## src/drmc_pkg.sv

```systemverilog
// Package: mode codes, lamp and actuator bit positions, command codes, constants.
package drmc_pkg;

	typedef enum logic [3:0] {
		M_OFF       = 4'd0,
		M_MAN_VEL   = 4'd1,
		M_AUTO_IDLE = 4'd2,
		M_DRILL     = 4'd3,
		M_UPDOWN    = 4'd4,
		M_CUR_TEST  = 4'd5,
		M_AUTO_HOLD = 4'd6,
		M_AUTO_FREE = 4'd7,
		M_HOME      = 4'd8,
		M_HOME_FREE = 4'd9,
		M_APPROACH  = 4'd10,
		M_MAN_TORQ  = 4'd11,
		M_MAN_HOLD  = 4'd12,
		M_MAN_FREE  = 4'd13,
		M_RSVD14    = 4'd14,
		M_RSVD15    = 4'd15
	} mode_t;

	localparam int LP_READY = 0, LP_INVALID = 1, LP_AUTO = 2, LP_MANUAL = 3;
	localparam int LP_DRAW = 4, LP_DRILL = 5, LP_PUMP = 6;
	localparam int AC_DRILL = 0, AC_VEL = 1, AC_TORQUE = 2, AC_UP = 3, AC_DOWN = 4;
	localparam int AC_PUMP = 5;

	localparam logic [1:0] FU_START = 2'd0, FU_STOP = 2'd1, FU_AUTO = 2'd2, FU_MANUAL = 2'd3;
	localparam logic SV_CURRENT = 1'b0, SV_VELOCITY = 1'b1;

	localparam logic [15:0] STEP_AUTO = 16'd25;
	localparam logic [15:0] STEP_MANUAL = 16'd50;
	localparam logic [15:0] LONG_WAIT = 16'd40;
	localparam logic [15:0] SHORT_WAIT = 16'd20;
	localparam logic [15:0] UP_PHASE_END = 16'd16;
	localparam logic [15:0] DOWN_PHASE_START = 16'd24;
	localparam logic [15:0] TEST_CURRENT = 16'd700;

	localparam logic [2:0] R_HOME = 3'd0, R_MTORQ = 3'd1, R_HOLD = 3'd2, R_FLOOR = 3'd3;
	localparam logic [2:0] R_CEIL = 3'd4, R_FREQ = 3'd5, R_VEL = 3'd6, R_DEPTH = 3'd7;

	typedef struct packed {
		logic [15:0] home_current;
		logic [15:0] manual_torque_current;
		logic [15:0] hold_current;
		logic [15:0] current_floor;
		logic [15:0] current_ceiling;
		logic [15:0] drill_frequency;
		logic [15:0] approach_velocity;
		logic signed [15:0] approach_depth;
	} cfg_t;

	typedef struct packed {
		logic [3:0]  mode;
		logic [15:0] wait_count;
		logic [15:0] current;
		logic        changed;
		logic        fu_pending;
		logic        servo_pending;
		logic [6:0]  lamps;
		logic [5:0]  acts;
	} ctl_state_t;

	typedef struct packed {
		logic [6:0]  lamps;
		logic [5:0]  acts;
		logic        fu_valid;
		logic [1:0]  fu_cmd;
		logic [15:0] fu_arg;
		logic        sv_valid;
		logic        sv_cmd;
		logic [15:0] sv_arg;
		logic        zero;
		logic [3:0]  mode;
	} result_t;

endpackage

```

## src/drmc_step.sv

```systemverilog
// Combinational next-state and result logic for one controller tick.
module drmc_step (
	input  drmc_pkg::cfg_t       cfg,
	input  drmc_pkg::ctl_state_t cur,
	input  logic [11:0]          switches,
	input  logic                 fu_ack,
	input  logic                 servo_ack,
	input  logic signed [15:0]   block_position,
	output drmc_pkg::ctl_state_t nxt,
	output drmc_pkg::result_t    res
);
	import drmc_pkg::*;

	logic estop, manual, autom, ack, drill, up, down, pump, temp_ok;
	logic up_free, down_free, auto_free, auto_lost;
	logic [3:0]  md;
	logic [15:0] wc, cs, step;
	logic        chg, fp, sp, man;
	logic [6:0]  lp;
	logic [5:0]  ac;
	logic        fv, sv, zs, past;
	logic [1:0]  fc;
	logic        sc;
	logic [15:0] fa, sa;

	assign estop = switches[0];
	assign manual = switches[1];
	assign autom = switches[2];
	assign ack = switches[3];
	assign drill = switches[4];
	assign up = switches[5];
	assign down = switches[6];
	assign pump = switches[7];
	assign temp_ok = switches[8];
	assign up_free = switches[9];
	assign down_free = switches[10];
	assign auto_free = switches[11];
	assign auto_lost = !autom || estop;

	always_comb begin
		md = cur.mode;
		wc = cur.wait_count;
		cs = cur.current;
		chg = cur.changed;
		fp = cur.fu_pending && !fu_ack;
		sp = cur.servo_pending && !servo_ack;
		lp = cur.lamps;
		ac = cur.acts;
		fv = 1'b0; sv = 1'b0; zs = 1'b0;
		fc = FU_START; sc = SV_CURRENT; fa = '0; sa = '0;
		past = 1'b0;
		man = (cur.mode == M_MAN_TORQ);
		step = man ? STEP_MANUAL : STEP_AUTO;
		case (cur.mode)
			M_OFF: begin
				lp = lp & 7'h03;
				ac = '0;
				lp[LP_INVALID] = estop;
				lp[LP_READY] = !estop;
				if (manual && !estop && !fp) begin
					fv = 1'b1; fc = FU_MANUAL; fp = 1'b1; md = M_MAN_VEL;
				end
				if (autom && !estop && !fp) begin
					fv = 1'b1; fc = FU_AUTO; fp = 1'b1; md = M_AUTO_IDLE;
				end
			end
			M_MAN_VEL: begin
				lp[LP_AUTO] = 1'b0; lp[LP_MANUAL] = 1'b1;
				ac[AC_TORQUE] = 1'b0; ac[AC_VEL] = 1'b1;
				if (drill) begin
					if (ac[AC_DRILL]) lp[LP_INVALID] = !temp_ok;
					lp[LP_DRILL] = 1'b1; ac[AC_DRILL] = 1'b1;
				end else begin
					lp[LP_DRILL] = 1'b0; ac[AC_DRILL] = 1'b0;
				end
				if (up) begin
					if (ac[AC_UP]) lp[LP_INVALID] = !up_free;
					lp[LP_DRAW] = 1'b1; ac[AC_UP] = 1'b1; ac[AC_DOWN] = 1'b0;
				end else if (down) begin
					if (ac[AC_DOWN]) lp[LP_INVALID] = !down_free;
					lp[LP_DRAW] = 1'b1; ac[AC_DOWN] = 1'b1; ac[AC_UP] = 1'b0;
				end else begin
					lp[LP_DRAW] = 1'b0; ac[AC_DOWN] = 1'b0; ac[AC_UP] = 1'b0;
					lp[LP_INVALID] = 1'b0;
				end
				lp[LP_PUMP] = pump; ac[AC_PUMP] = pump;
				if (!manual || estop) md = M_OFF;
				if (ack && !sp) begin
					sv = 1'b1; sc = SV_VELOCITY; sa = cfg.approach_velocity; sp = 1'b1;
					cs = cfg.manual_torque_current; wc = '0;
					ac[AC_VEL] = 1'b0; ac[AC_TORQUE] = 1'b1;
					chg = 1'b0; md = M_MAN_TORQ;
				end
			end
			M_AUTO_IDLE: begin
				lp[LP_MANUAL] = 1'b0; lp[LP_DRAW] = 1'b0; lp[LP_DRILL] = 1'b0;
				lp[LP_PUMP] = 1'b0; lp[LP_INVALID] = 1'b0;
				ac = '0; ac[AC_VEL] = 1'b1;
				lp[LP_AUTO] = !lp[LP_AUTO];
				if (auto_lost && !fp) begin
					fv = 1'b1; fc = FU_MANUAL; fp = 1'b1; md = M_OFF;
				end
				if (ack && !sp) begin
					sv = 1'b1; sc = SV_VELOCITY; sa = cfg.approach_velocity; sp = 1'b1;
					cs = cfg.home_current; wc = '0;
					ac[AC_VEL] = 1'b0; ac[AC_TORQUE] = 1'b1;
					md = M_HOME;
				end
			end
			M_DRILL: begin
				lp[LP_AUTO] = 1'b1; lp[LP_MANUAL] = 1'b0; lp[LP_DRILL] = 1'b1;
				lp[LP_PUMP] = 1'b0; lp[LP_INVALID] = 1'b0; lp[LP_DRAW] = 1'b0;
				ac = '0; ac[AC_VEL] = 1'b1;
				past = wc > LONG_WAIT;
				wc = wc + 16'd1;
				if (past && !fp) begin
					fv = 1'b1; fc = FU_STOP; fp = 1'b1; wc = '0; md = M_UPDOWN;
				end
				if (auto_lost && !fp) begin
					fv = 1'b1; fc = FU_STOP; fp = 1'b1; md = M_AUTO_IDLE;
				end
			end
			M_UPDOWN: begin
				lp[LP_AUTO] = 1'b1; lp[LP_MANUAL] = 1'b0; lp[LP_DRILL] = 1'b0;
				lp[LP_PUMP] = 1'b0; lp[LP_INVALID] = 1'b0;
				ac[AC_DRILL] = 1'b0; ac[AC_VEL] = 1'b1; ac[AC_TORQUE] = 1'b0;
				ac[AC_PUMP] = 1'b0;
				if (wc < UP_PHASE_END) begin
					ac[AC_UP] = 1'b1; ac[AC_DOWN] = 1'b0; lp[LP_DRAW] = 1'b1;
				end else if (wc > DOWN_PHASE_START) begin
					ac[AC_UP] = 1'b0; ac[AC_DOWN] = 1'b1; lp[LP_DRAW] = 1'b1;
				end else begin
					ac[AC_UP] = 1'b0; ac[AC_DOWN] = 1'b0; lp[LP_DRAW] = 1'b0;
				end
				past = wc > LONG_WAIT;
				wc = wc + 16'd1;
				if (past && !sp) begin
					sv = 1'b1; sc = SV_VELOCITY; sa = cfg.approach_velocity; sp = 1'b1;
					cs = TEST_CURRENT;
					ac[AC_VEL] = 1'b0; ac[AC_TORQUE] = 1'b1;
					md = M_CUR_TEST;
				end
				if (auto_lost) md = M_AUTO_IDLE;
			end
			M_CUR_TEST, M_MAN_TORQ: begin
				if (man) begin
					lp[LP_AUTO] = 1'b0; lp[LP_MANUAL] = 1'b1;
					ac[AC_TORQUE] = 1'b1; ac[AC_VEL] = 1'b0;
					if (drill) begin
						if (ac[AC_DRILL]) lp[LP_INVALID] = !temp_ok;
						lp[LP_DRILL] = 1'b1; ac[AC_DRILL] = 1'b1;
					end else begin
						lp[LP_DRILL] = 1'b0; ac[AC_DRILL] = 1'b0;
					end
				end else begin
					lp[LP_AUTO] = 1'b1; lp[LP_MANUAL] = 1'b0; lp[LP_DRILL] = 1'b0;
					lp[LP_PUMP] = 1'b0; lp[LP_INVALID] = 1'b0;
					ac = '0; ac[AC_TORQUE] = 1'b1;
				end
				lp[LP_DRAW] = !lp[LP_DRAW];
				if (down) begin
					if (man) chg = 1'b1;
					if (cs > cfg.current_floor) cs = cs - step;
					if (!sp) begin
						sv = 1'b1; sc = SV_CURRENT; sa = cs; sp = 1'b1;
					end
				end
				if (up) begin
					if (man) chg = 1'b1;
					if (cs < cfg.current_ceiling) cs = cs + step;
					if (!sp) begin
						sv = 1'b1; sc = SV_CURRENT; sa = cs; sp = 1'b1;
					end
				end
				if (man) begin
					lp[LP_PUMP] = pump; ac[AC_PUMP] = pump;
				end
				if (ack && (!man || chg) && !sp) begin
					sv = 1'b1; sc = SV_CURRENT; sa = cfg.hold_current; sp = 1'b1;
					wc = '0; md = man ? M_MAN_HOLD : M_AUTO_HOLD;
				end
				if ((man ? (!manual || estop) : auto_lost) && !sp) begin
					sv = 1'b1; sc = SV_CURRENT; sa = cfg.hold_current; sp = 1'b1;
					wc = '0; md = man ? M_MAN_HOLD : M_AUTO_HOLD;
				end
				if (!auto_free) begin
					ac[AC_VEL] = 1'b1; ac[AC_TORQUE] = 1'b0;
					md = man ? M_MAN_FREE : M_AUTO_FREE;
				end
			end
			M_AUTO_HOLD: begin
				lp[LP_AUTO] = 1'b1; lp[LP_MANUAL] = 1'b0; lp[LP_DRILL] = 1'b0;
				lp[LP_PUMP] = 1'b0; lp[LP_INVALID] = 1'b0; lp[LP_DRAW] = 1'b0;
				ac = '0; ac[AC_TORQUE] = 1'b1;
				if (!sp) begin
					sv = 1'b1; sc = SV_CURRENT; sa = cfg.hold_current; sp = 1'b1;
				end
				past = wc > SHORT_WAIT;
				wc = wc + 16'd1;
				if (past) md = M_AUTO_IDLE;
			end
			M_AUTO_FREE, M_HOME_FREE: begin
				lp[LP_AUTO] = 1'b1; lp[LP_MANUAL] = 1'b0; lp[LP_DRILL] = 1'b0;
				lp[LP_PUMP] = 1'b0; lp[LP_INVALID] = 1'b0; lp[LP_DRAW] = 1'b0;
				ac = '0; ac[AC_VEL] = 1'b1; ac[AC_UP] = 1'b1; ac[AC_DOWN] = 1'b1;
				if (up_free && down_free) begin
					if (cur.mode == M_AUTO_FREE) md = M_AUTO_IDLE;
					else begin
						md = M_APPROACH; zs = 1'b1;
					end
				end
			end
			M_HOME: begin
				lp[LP_AUTO] = 1'b1; lp[LP_MANUAL] = 1'b0; lp[LP_DRILL] = 1'b0;
				lp[LP_PUMP] = 1'b0; lp[LP_INVALID] = 1'b0;
				ac = '0; ac[AC_TORQUE] = 1'b1;
				lp[LP_DRAW] = !lp[LP_DRAW];
				if (!sp && wc == '0) begin
					wc = 16'd1;
					sv = 1'b1; sc = SV_CURRENT; sa = cs; sp = 1'b1;
				end
				if (auto_lost && !sp) begin
					sv = 1'b1; sc = SV_CURRENT; sa = cfg.hold_current; sp = 1'b1;
					wc = '0; md = M_AUTO_HOLD;
				end
				if (!auto_free) begin
					ac[AC_VEL] = 1'b1; ac[AC_TORQUE] = 1'b0; md = M_HOME_FREE;
				end
			end
			M_APPROACH: begin
				lp[LP_AUTO] = 1'b1; lp[LP_MANUAL] = 1'b0; lp[LP_DRILL] = 1'b0;
				lp[LP_PUMP] = 1'b0; lp[LP_INVALID] = 1'b0; lp[LP_DRAW] = 1'b1;
				ac = '0; ac[AC_VEL] = 1'b1; ac[AC_DOWN] = 1'b1;
				if (block_position < cfg.approach_depth) begin
					ac[AC_DOWN] = 1'b0; lp[LP_DRAW] = 1'b0;
					if (!fp) begin
						fv = 1'b1; fc = FU_START; fa = cfg.drill_frequency; fp = 1'b1;
						wc = '0; md = M_DRILL;
					end
				end
				if (auto_lost) md = M_AUTO_IDLE;
			end
			M_MAN_HOLD: begin
				lp[LP_DRAW] = 1'b0;
				ac[AC_VEL] = 1'b0; ac[AC_TORQUE] = 1'b1;
				ac[AC_UP] = 1'b0; ac[AC_DOWN] = 1'b0;
				if (!sp) begin
					sv = 1'b1; sc = SV_CURRENT; sa = cfg.hold_current; sp = 1'b1;
				end
				past = wc > SHORT_WAIT;
				wc = wc + 16'd1;
				if (past) md = M_MAN_VEL;
			end
			M_MAN_FREE: begin
				lp[LP_DRAW] = 1'b1;
				ac[AC_VEL] = 1'b1; ac[AC_TORQUE] = 1'b0;
				ac[AC_UP] = 1'b1; ac[AC_DOWN] = 1'b1;
				if (up_free && down_free) md = M_MAN_VEL;
			end
			default: begin
			end
		endcase

		nxt.mode = md;
		nxt.wait_count = wc;
		nxt.current = cs;
		nxt.changed = chg;
		nxt.fu_pending = fp;
		nxt.servo_pending = sp;
		nxt.lamps = lp;
		nxt.acts = ac;

		res.lamps = lp;
		res.acts = ac;
		res.fu_valid = fv;
		res.fu_cmd = fc;
		res.fu_arg = fa;
		res.sv_valid = sv;
		res.sv_cmd = sc;
		res.sv_arg = sa;
		res.zero = zs;
		res.mode = md;
	end

endmodule

```

## src/drill_rig_mode_controller_core.sv

```systemverilog
// Top level: drill rig mode controller with stream ports and register write port.
// Each tick transaction updates the controller state on acceptance, and its result
// lands in an output register, so a tick is accepted every cycle while the result
// side takes results (or the output register is empty). The rate is set by the
// state update loop through the mode logic.
module drill_rig_mode_controller_core (
	input  logic        clk,
	input  logic        arst_n,
	input  logic        s_tvalid,
	output logic        s_tready,
	input  logic [31:0] s_tdata,  // switches[11:0], fu_ack[12], servo_ack[13], block_position[29:14]
	output logic        m_tvalid,
	input  logic        m_tready,
	output logic [55:0] m_tdata,  // lamps, actuators, fu_cmd_valid, fu_command, fu_argument,
	                              // servo_cmd_valid, servo_command, servo_argument,
	                              // position_zero, mode (lowest first, 55 bits, top bit zero)
	input  logic        cfg_we,
	input  logic [2:0]  cfg_index,
	input  logic [15:0] cfg_data
);
	import drmc_pkg::*;

	cfg_t       cfg_q;
	ctl_state_t st_q, st_nxt;
	result_t    res, res_q;
	logic       valid_q, accept;

	assign s_tready = !valid_q || m_tready;
	assign accept = s_tvalid && s_tready;

	drmc_step u_step (
		.cfg            (cfg_q),
		.cur            (st_q),
		.switches       (s_tdata[11:0]),
		.fu_ack         (s_tdata[12]),
		.servo_ack      (s_tdata[13]),
		.block_position (s_tdata[29:14]),
		.nxt            (st_nxt),
		.res            (res)
	);

	always_ff @(posedge clk or negedge arst_n) begin
		if (!arst_n) begin
			cfg_q.home_current <= 16'd12000;
			cfg_q.manual_torque_current <= 16'd950;
			cfg_q.hold_current <= 16'd1000;
			cfg_q.current_floor <= 16'd100;
			cfg_q.current_ceiling <= 16'd3000;
			cfg_q.drill_frequency <= 16'd2828;
			cfg_q.approach_velocity <= 16'd600;
			cfg_q.approach_depth <= -16'sd125;
		end else if (cfg_we) begin
			case (cfg_index)
				R_HOME:  cfg_q.home_current <= cfg_data;
				R_MTORQ: cfg_q.manual_torque_current <= cfg_data;
				R_HOLD:  cfg_q.hold_current <= cfg_data;
				R_FLOOR: cfg_q.current_floor <= cfg_data;
				R_CEIL:  cfg_q.current_ceiling <= cfg_data;
				R_FREQ:  cfg_q.drill_frequency <= cfg_data;
				R_VEL:   cfg_q.approach_velocity <= cfg_data;
				R_DEPTH: cfg_q.approach_depth <= cfg_data;
				default: begin
				end
			endcase
		end
	end

	always_ff @(posedge clk or negedge arst_n) begin
		if (!arst_n) begin
			st_q <= '{mode: M_OFF, wait_count: 16'd0, current: 16'd0, changed: 1'b0,
				fu_pending: 1'b0, servo_pending: 1'b0, lamps: 7'h01, acts: 6'd0};
			valid_q <= 1'b0;
		end else begin
			if (accept) st_q <= st_nxt;
			if (accept) valid_q <= 1'b1;
			else if (m_tready) valid_q <= 1'b0;
		end
	end

	always_ff @(posedge clk) begin
		if (accept) res_q <= res;
	end

	assign m_tvalid = valid_q;
	assign m_tdata = {1'b0, res_q.mode, res_q.zero, res_q.sv_arg, res_q.sv_cmd,
		res_q.sv_valid, res_q.fu_arg, res_q.fu_cmd, res_q.fu_valid, res_q.acts,
		res_q.lamps};

`ifndef SYNTHESIS
	a_pend_fu: assert property (@(posedge clk) disable iff (!arst_n)
		accept && res.fu_valid |=> st_q.fu_pending)
		else $error("drive pending not set after command");
	a_pend_sv: assert property (@(posedge clk) disable iff (!arst_n)
		accept && res.sv_valid |=> st_q.servo_pending)
		else $error("servo pending not set after command");
	a_mode_out: assert property (@(posedge clk) disable iff (!arst_n)
		accept |=> res_q.mode == st_q.mode)
		else $error("result mode differs from state");
	a_hold: assert property (@(posedge clk) disable iff (!arst_n)
		m_tvalid && !m_tready |=> $stable(m_tdata))
		else $error("stalled result changed");
`endif

endmodule
```

## config.mk

```make
export PLATFORM = sky130hd
export DESIGN_NAME = drill_rig_mode_controller_core
export DESIGN_NICKNAME = d
export VERILOG_FILES = /design/src/drmc_pkg.sv /design/src/drmc_step.sv /design/src/drill_rig_mode_controller_core.sv
export SDC_FILE = /design/constraint.sdc
export NUM_CORES = 1
export LEC_CHECK = 0
export ABC_AREA = 0
export BUFFER_PORTS_ARGS = -buffer_cell sky130_fd_sc_hd__buf_2
export CAP_MARGIN = 10
export CELL_PAD_IN_SITES_DETAIL_PLACEMENT = 0
export CELL_PAD_IN_SITES_GLOBAL_PLACEMENT = 1
export CORE_MARGIN = 8
export CORE_UTILIZATION = 52
export CTS_CLUSTER_DIAMETER = 120
export DETAILED_ROUTE_END_ITERATION = 7
export PLACE_DENSITY = 0.93
export SKIP_LAST_GASP = 1
export SLEW_MARGIN = 15
export SYNTH_ARGS = -nofsm -noshare
export SYNTH_HDL_FRONTEND = slang
export SYNTH_HIERARCHICAL = 1
export SYNTH_SLANG_ARGS = --single-unit
```

## constraint.sdc

```tcl
create_clock -name clk -period 11.6 [get_ports clk]
set_input_delay 2.32 -clock clk [delete_from_list [all_inputs] [get_ports clk]]
set_output_delay 2.32 -clock clk [all_outputs]
set_load 0.1 [all_outputs]
```

### Yosys cells after proc, flatten, opt, wreduce, memory -nomap -nowiden

Index checks and enable logic that the tools add are counted.

* word-level logic and storage cells: 288
* flip-flop bits (word level): 236
* input bits: 56
* output and inout port bits: 58

* $add $sub $neg: 3
* reductions and logical operators: 72
* equality and inequality tests: 28
* magnitude comparators: 7
* muxes and demuxes: 149
* bitwise logic cells: 2

Operators by type and width (count)
* $mux W16: 27
* $mux W4: 25
* $pmux W16 S6: 1
* $pmux W16 S5: 1
* $mux W1: 66
* $pmux W16 S4: 1
* $pmux W4 S12: 1
* $pmux W4 S10: 1
* $gt A16 B5 Y1 const B: 2
* $lt A16 B16 Y1: 2
* $eq A4 B4 Y1 const B: 6
* $mux W2: 11
* $logic_not A1 Y1: 19
* $logic_and A1 B1 Y1: 18
* $reduce_and A2 Y1: 9
* $add A16 B1 Y16 const B: 1
* $add A16 B16 Y16: 1
* $eq A4 B3 Y1 const B: 4
* $gt A16 B16 Y1: 1
* $gt A16 B6 Y1 const B: 1
* $logic_not A16 Y1: 1
* $lt A16 B5 Y1 const B: 1
* $sub A16 B16 Y16: 1
* $pmux W3 S5: 1
* other kinds (32): 59

### Longest topological paths before layout

Gate-level depths: netlist (run 1).

* word-level depth: 16
* gate-level depth with buffers: 21
* gate-level depth less buffers: 21

### Cells and area by module

Netlist (run 1), hierarchy kept.

Modules (own cells, without submodules)
* drill_rig_mode_controller_core: cells each 449, times used 1, area each 8568.2 µm², seq. area each 6244.7 µm²
* drmc_step: cells each 926, times used 1, area each 5888.1 µm², seq. area each 0.0 µm²

### Worst setup path before layout (run 1)

OpenSTA, ideal clock, no wires.

* path kind: input-to-reg
* start: input port s_tdata[6]
* end: register res_q (netlist bit m_tdata[48]) (data pin)
* slack: 5.375 ns
* setup time: 0.265 ns
* arrival time: 5.960 ns
* cell stages on the path: 17
* path buffers: 3
* data required time: 11.335 ns
* cells stage by stage: clkbuf_1 > inv_1 > a21oi_1 > o31a_1 > buf_4 > nand3_1 > xnor2_1 > ha_1 > a21boi_0 > o31ai_1 > nand4_1 > mux2i_1 > nor2_1 > buf_2 > a211oi_2 > a31oi_1 > or3_1

RTL lines
* start, declared: line drill_rig_mode_controller_core.sv:11 `input logic [31:0] s_tdata,`
* end signal, assigned: line drill_rig_mode_controller_core.sv:81 `if (accept) res_q <= res;`
* end, declared: line drill_rig_mode_controller_core.sv:25 `result_t res, res_q;`

==> summary.md, run 1 <==
| Metric | Value |
|---|---|
| CP Class | `in2reg` |
| Num ports | `114` |
| Max-slew headroom | `22.6%` |
| Setup Skew | `15.7 ps` |
| Vias in the first global route | `11,300` |
| Antenna violations before repair | `0` |
| Placed instance count | `1,778` |
| Avg WL per Cell | `21.9 um` |
| Maximum clock path buffer count | `3` |
| Initial DRC count | `1,230` |
| Crit start category | `input port` |
| Slew Limit Fails | `0` |
| Synth warnings | `6` |
| Initial cell density of the core | `52.5%` |
| Hpwl dp | `28.2 mm` |
| Fin cells | `1,828` |
| Post-route clock period utilization | `61.8%` |
| Via count | `11,400` |
| Total power | `4110 uW` |
| Leak | `0.00691 uW` |
| Area of the core | `27,600 um^2` |
| Worst R2R Start | `st_q[50]$_DFFE_PN0P_` |
| # rows | `61` |
| Layout cell share with drive strength beyond 1 | `31.2%` |
| Worst-path maximum fanout | `15` |
| Leading cell type in the layout, fill and taps excluded | `mux2_2` |
| Drt first pass iters | `7` |
| Total die area | `33,400 um^2` |
| Avg Cell Area, Syn | `10.5 um^2` |
| Setup violators final | `0` |
| Mapped Cells | `1,375` |
| Final ANT Viol Nets | `0` |
| Ys flop type | `dfrtp_1` |
| Crit-path slowest cell | `a211oi_2` |
| Seq/Total Area, Yosys | `43.2%` |
| FMAX | `0.139 GHz` |
| Fin crit period | `7170 ps` |
| Die height | `183 um` |
| Vias per Instance | `6.24` |
| Crit-path cells | `buf_2, inv_1, a21oi_1, o31a_1, nand3_1, xnor2_1, ha_1, a21oi_1, o21ai_0, o21ba_2, nand4_1, mux2i_1, o21ai_2, a211oi_2, and4_1, o31ai_1, mux2_2` |
| Clock latency at the later pin of the worst-skew pair | `560 ps` |
| Total nets after synthesis | `1,489` |
| Largest net degree at the start of global routing | `73` |
| Min-Delay Path Class | `reg2reg` |
| Post-CTS setup buffer count | `0` |
| FF+latch count, synth | `236` |
| H-tree depth | `1` |
| Antenna cells | `0` |
| First-pass GRT wire length | `63.1 mm` |
| EDFF count, synth | `55` |
| Root buf cell | `clkbuf_16` |
| Final Hold Viols | `0` |
| Utilization after layout | `57.9%` |
| Crit path launch | `s_tdata[6]` |
| Reg clk slew, reported paths | `60 ps` |
| # clock sinks | `236` |
| GRT Residual Overflow | `0` |
| Crit end category | `flip-flop` |
| Hold_sp | `cfg_q[32]$_DFFE_PN0P_` |
| Yosys cell types | `87` |
| Most frequent cells in the layout | `mux2_2 (183), dfrtp_1 (130), buf_2 (109), nand2_1 (98), nor2_1 (73)` |
| Worst Path Required | `12,040 ps` |
| Post-synth ARST share | `76.7%` |
| Final #Nets | `1,543` |
| CTS tree | `done` |
| DRC viols | `0` |
| Worst VDD drop | `0.180 mV` |
| Critical Path Most Common Cell | `a21oi_1` |
| Max cap viols | `0` |
| GR Util All Layers | `23.5%` |
| Die X | `183 um` |
| Area grow syn2layout | `10.4%` |
| Synthesized area | `14,500 um^2` |
| Power Density | `258 nW/um^2` |
| Drt total wl | `40.1 mm` |
| CTS Hold Bufs | `0` |
| PortBufs | `110` |
| Status | `complete, no violations` |
| Worst EP arrival | `7620 ps` |
| Cts repair resizes | `0` |
| TritonCTS buffer count | `27` |
| Least-Margin Pin Slew | `1160 ps` |
| Final RePlAce weighted congestion | `0.942` |
| Crit path largest cell delay | `720 ps` |
| Final setup TNS | `0 ps` |
| RSZ-0062 raised after global routing | `false` |
-- where the power goes --
part / switching (uW) / internal (uW)
logic: 1300 / 697
registers: 178 / 1100
clock network: 345 / 492
-- final timing paths --
kind                       cells after the start               endpoint  slack [ps]
setup / recovery                              17   st_q[31]$_DFFE_PN0P_        4430
hold / removal                                 1  cfg_q[32]$_DFFE_PN0P_         490
setup reg to reg                              22   st_q[31]$_DFFE_PN0P_        4870
hold reg to reg                                1  cfg_q[32]$_DFFE_PN0P_         490
max in group asynchronous                      3   st_q[25]$_DFFE_PN0P_        7880
min in group asynchronous                      1    st_q[9]$_DFFE_PN0P_        1700
-- synth_stat cells (8+ instances only) --
cell type	count	area (um^2)
mux2_2	183	2060
dfrtp_1	130	3250
nand2_1	99	372
nor2_1	73	274
inv_1	67	251
a21oi_1	65	325
o21ai_0	61	305
ha_1	56	701
edfxtp_1	55	1650
dfstp_2	51	1340
clkbuf_1	41	154
nand3_1	40	200
buf_4	32	240
a222oi_1	23	230
a21o_1	22	165
and2_1	22	138
nor3_1	22	110
a31oi_1	19	119
o31ai_1	19	143
xnor2_1	17	149
buf_2	15	75.1
and3_1	14	87.6
mux2i_1	14	140
nand2b_1	14	87.6
nand4_1	14	87.6
xor2_1	12	105
nor2b_1	11	68.8
nor4_1	10	62.6
a211oi_1	9	67.6
a31o_2	9	78.8
buf_1	9	33.8
or2_2	9	56.3
a221o_1	8	80.1
o211ai_1	8	60.1
-- layer usage --
layer  GRT usage [%]  up-vias  wire [um]
met2            40.8      460      19900
met1            29.1     5665      16100
met5               0        -          0
met4            8.72        0       1360
met3            3.70       89       2760
li1                -     5198          -
-- worst max-delay path: cells and delay by family --
kind | cells | cell delay [ps]
multiplexers | 2 | 520
AO/OA/AOI/OAI | 8 | 2470
buffers and inverters | 2 | 620
adder cells (fa/ha/maj) | 1 | 380
XOR/XNOR | 1 | 650
AND/OR/NAND/NOR | 3 | 620
-- layout make-up --
cell class | instances | area, um^2
repair buffers | 126 | 677
clock inverters | 11 | 98.8
inverters | 67 | 251
well taps | 378 | 473
multi-input cells | 971 | 7430
fillers | 2293 | 11600
clock buffers | 39 | 782
flip-flops and latches | 236 | 6240
-- sequential cells by signal, summed over array words and instances, names as in the netlist --
name,flops
m_tvalid,1
cfg_q,128
st_q,52
m_tdata,55
-- kinds of logic after synthesis --
logic type	Yosys count	synth area share, %
xor gates and xnor gates	30	1.87
adders and majority gates	58	5.12
muxes	197	15.2
buffers and inverters	168	5.56
other	1	0.0259
and+or+nand+nor	367	13.7
DFF	236	43.2
AOI/OAI and AO/OA	318	15.3
-- stage by stage --
| stage | hold WS (ps) | worst slack, ps | instance area [um^2] |
|---|---|---|---|
| 2_1_floorplan | 470 | 5370 | 14500 |
| 3_3_place_gp | 478 | 4190 | 15100 |
| 3_5_place_dp | 488 | 4070 | 15100 |
| 4_1_cts | 500 | 4630 | 15900 |
| 5_1_grt | 514 | 4160 | 16000 |
| 6_report | 493 | 4430 | 16000 |
(Power assumes the default switching activity.)
==> run 2, diff against run 1 <==
--- a/config.mk
+++ b/config.mk
@@ -11,10 +11,10 @@
 export CELL_PAD_IN_SITES_DETAIL_PLACEMENT = 0
 export CELL_PAD_IN_SITES_GLOBAL_PLACEMENT = 1
 export CORE_MARGIN = 8
-export CORE_UTILIZATION = 52
+export CORE_UTILIZATION = 49
 export CTS_CLUSTER_DIAMETER = 120
 export DETAILED_ROUTE_END_ITERATION = 7
-export PLACE_DENSITY = 0.93
+export PLACE_DENSITY = 0.89
 export SKIP_LAST_GASP = 1
 export SLEW_MARGIN = 15
 export SYNTH_ARGS = -nofsm -noshare
==> constraint.sdc (replaced) <==
create_clock -name clk -period 7.3 [get_ports clk]
set_input_delay 1.46 -clock clk [delete_from_list [all_inputs] [get_ports clk]]
set_output_delay 1.46 -clock clk [all_outputs]
set_load 0.1 [all_outputs]
==> summary.md, run 2 (synthesized netlist as in run 1, its figures left out) <==
| Metric | Value |
|---|---|
| Max cap viols | `0` |
| WHS Endpoint | `cfg_q[39]$_DFFE_PN0P_` |
| Clock share of power | `20.1%` |
| Pre-CTS setup slack | `965 ps` |
| Via count | `11,400` |
| Root buf cell | `clkbuf_16` |
| Least-Margin Pin Slew | `1130 ps` |
| Clock latency at the later pin of the worst-skew pair | `550 ps` |
| GR Util All Layers | `22.7%` |
| Slew Limit Fails | `0` |
| Crit-path cells | `ha_1, nand4_1, nor4_2, a21boi_2, o31a_1, buf_4, nor4b_1, nand2_1, xnor2_1, ha_1, a21oi_1, o21a_1, o21ba_2, nand4_1, mux2i_1, o21ai_2, a211oi_2, and4_1, o31ai_1, mux2_2` |
| Leak | `0.00694 uW` |
| CP Class | `reg2reg` |
| Final RePlAce weighted congestion | `0.932` |
| Area of the core | `29,300 um^2` |
| Reg clk slew, reported paths | `60 ps` |
| Post-route clock period utilization | `85.2%` |
| Final Hold Viols | `0` |
| RSZ-0062 raised after global routing | `false` |
| Initial DRC count | `1,217` |
| GRT Residual Overflow | `0` |
| Fin crit period | `6220 ps` |
| Antenna cells | `0` |
| Placed inst area | `15,100 um^2` |
| Worst-path maximum fanout | `15` |
| Maximum clock path buffer count | `3` |
| Comb pwr share | `49.5%` |
| Crit end category | `flip-flop` |
| Worst Reg-to-Reg Cells | `20` |
| Status | `finished with violations` |
| Vias in the first global route | `11,400` |
| H-tree depth | `1` |
| Total power | `6570 uW` |
| Crit path largest cell delay | `710 ps` |
| FF-to-FF End | `st_q[31]$_DFFE_PN0P_` |
| Initial cell density of the core | `49.3%` |
| Max-slew headroom | `24.5%` |
| Max reg flops | `128` |
| Area grow syn2layout | `10.8%` |
| FMAX | `0.161 GHz` |
| Worst R2R Start | `st_q[28]$_DFFE_PN0P_` |
| Crit start category | `flip-flop` |
| Setup violators final | `0` |
| Internal | `3640 uW` |
| Part of the power in registers | `30.4%` |
| Largest net degree at the start of global routing | `73` |
| Worst EP arrival | `6660 ps` |
| Antenna violations before repair | `0` |
| Num ports | `114` |
| Worst VDD drop | `0.257 mV` |
| Total die area | `35,300 um^2` |
| CTS tree | `done` |
| Power Density | `411 nW/um^2` |
| Setup Skew | `12.4 ps` |
| Most frequent cells in the layout | `mux2_2 (183), dfrtp_1 (130), buf_2 (109), nand2_1 (98), nor2_1 (73)` |
| Die X | `188 um` |
| PortBufs | `110` |
| DRC viols | `2` |
| Final setup TNS | `0 ps` |
| Crit-path slowest cell | `a211oi_2` |
| Design area | `16,000 um^2` |
| Worst Path Required | `7730 ps` |
| Vias per Instance | `6.18` |
| R2R setup slack | `1080 ps` |
| Avg WL per Cell | `22.2 um` |
| CTS Hold Bufs | `0` |
| Hpwl dp | `28.9 mm` |
| Sw frac | `44.6%` |
| Leading cell type in the layout, fill and taps excluded | `mux2_2` |
| First-pass GRT wire length | `64.4 mm` |
| Final ANT Viol Nets | `0` |
| TritonCTS buffer count | `27` |
| Register name with the most flops | `cfg_q` |
| P_sw | `2930 uW` |
| Drt first pass iters | `8` |
| Min-Delay Path Class | `reg2reg` |
| # clock sinks | `236` |
| Die height | `188 um` |
| Drt total wl | `41.1 mm` |
| Hold_sp | `cfg_q[39]$_DFFE_PN0P_` |
| # rows | `63` |
| Hold depth | `1` |
| Post-CTS setup buffer count | `0` |
| Cts repair resizes | `0` |
| Final #Nets | `1,551` |
| Final worst slack | `1080 ps` |
| Failing checks | `design-rule violations` |
| Layout cell share with drive strength beyond 1 | `31.5%` |
[run 2: per-layer routing]
metal / part of all wire (%) / vias to the layer above / GRT usage, %
met1: 40 / 5664 / 28.5
li1: - / 5198 / -
met2: 49 / 462 / 38.5
met5: 0 / - / 0
met3: 6.8 / 104 / 3.40
met4: 4.2 / 0 / 9.67
[run 2: stage by stage]
stage / hold WS, ps / std cells / utilization [%]
floorplan: 470 / 1375 / -
global placement: 481 / 1798 / 51.6
detailed placement: 486 / 1798 / 51.6
CTS: 499 / 1848 / 54.6
global route: 511 / 1848 / 54.6
finish: 497 / 1848 / 54.6
[run 2: worst max-delay path by stage]
stage,start,endpoint,slack [ps],cells after the start
after floorplan,s_tdata[6],m_tdata[48]$_DFFE_PP_,1930,17
after global placement,s_tdata[6],st_q[31]$_DFFE_PN0P_,1100,17
after detailed placement,s_tdata[6],st_q[31]$_DFFE_PN0P_,960,17
after CTS,st_q[28]$_DFFE_PN0P_,st_q[31]$_DFFE_PN0P_,1270,20
after global routing,st_q[30]$_DFFE_PN0P_,st_q[31]$_DFFE_PN0P_,740,20
final,st_q[28]$_DFFE_PN0P_,st_q[31]$_DFFE_PN0P_,1080,20
[run 2: area by class of cell]
class                           count  area [um^2]
Fill cell                        2576        13300
Sequential cell                   236         6240
Timing Repair Buffer              134          737
Inverter                           67          251
Multi-Input combinational cell    971         7420
Clock buffer                       38          767
Clock inverter                     12          104
Tap cell                          390          488
[run 2: power groups by stage]
stage	combinational (uW)	sequential, uW	clock, uW
detailed placement	3180	2020	0
global route	3500	2040	1400
global placement	3120	2000	0
CTS	3200	2000	1350
finish	3250	2000	1320
floorplan	2160	2300	0
[run 2: worst max-delay path, delay by kind of cell, from the launching register on]
kind            cells  cell delay (ps)
fa+ha+maj           2              690
xor+xnor            1              420
simple gates        6             1780
buf+inv             1              250
mux                 2              540
compound gates      8             1890
flops               1              520
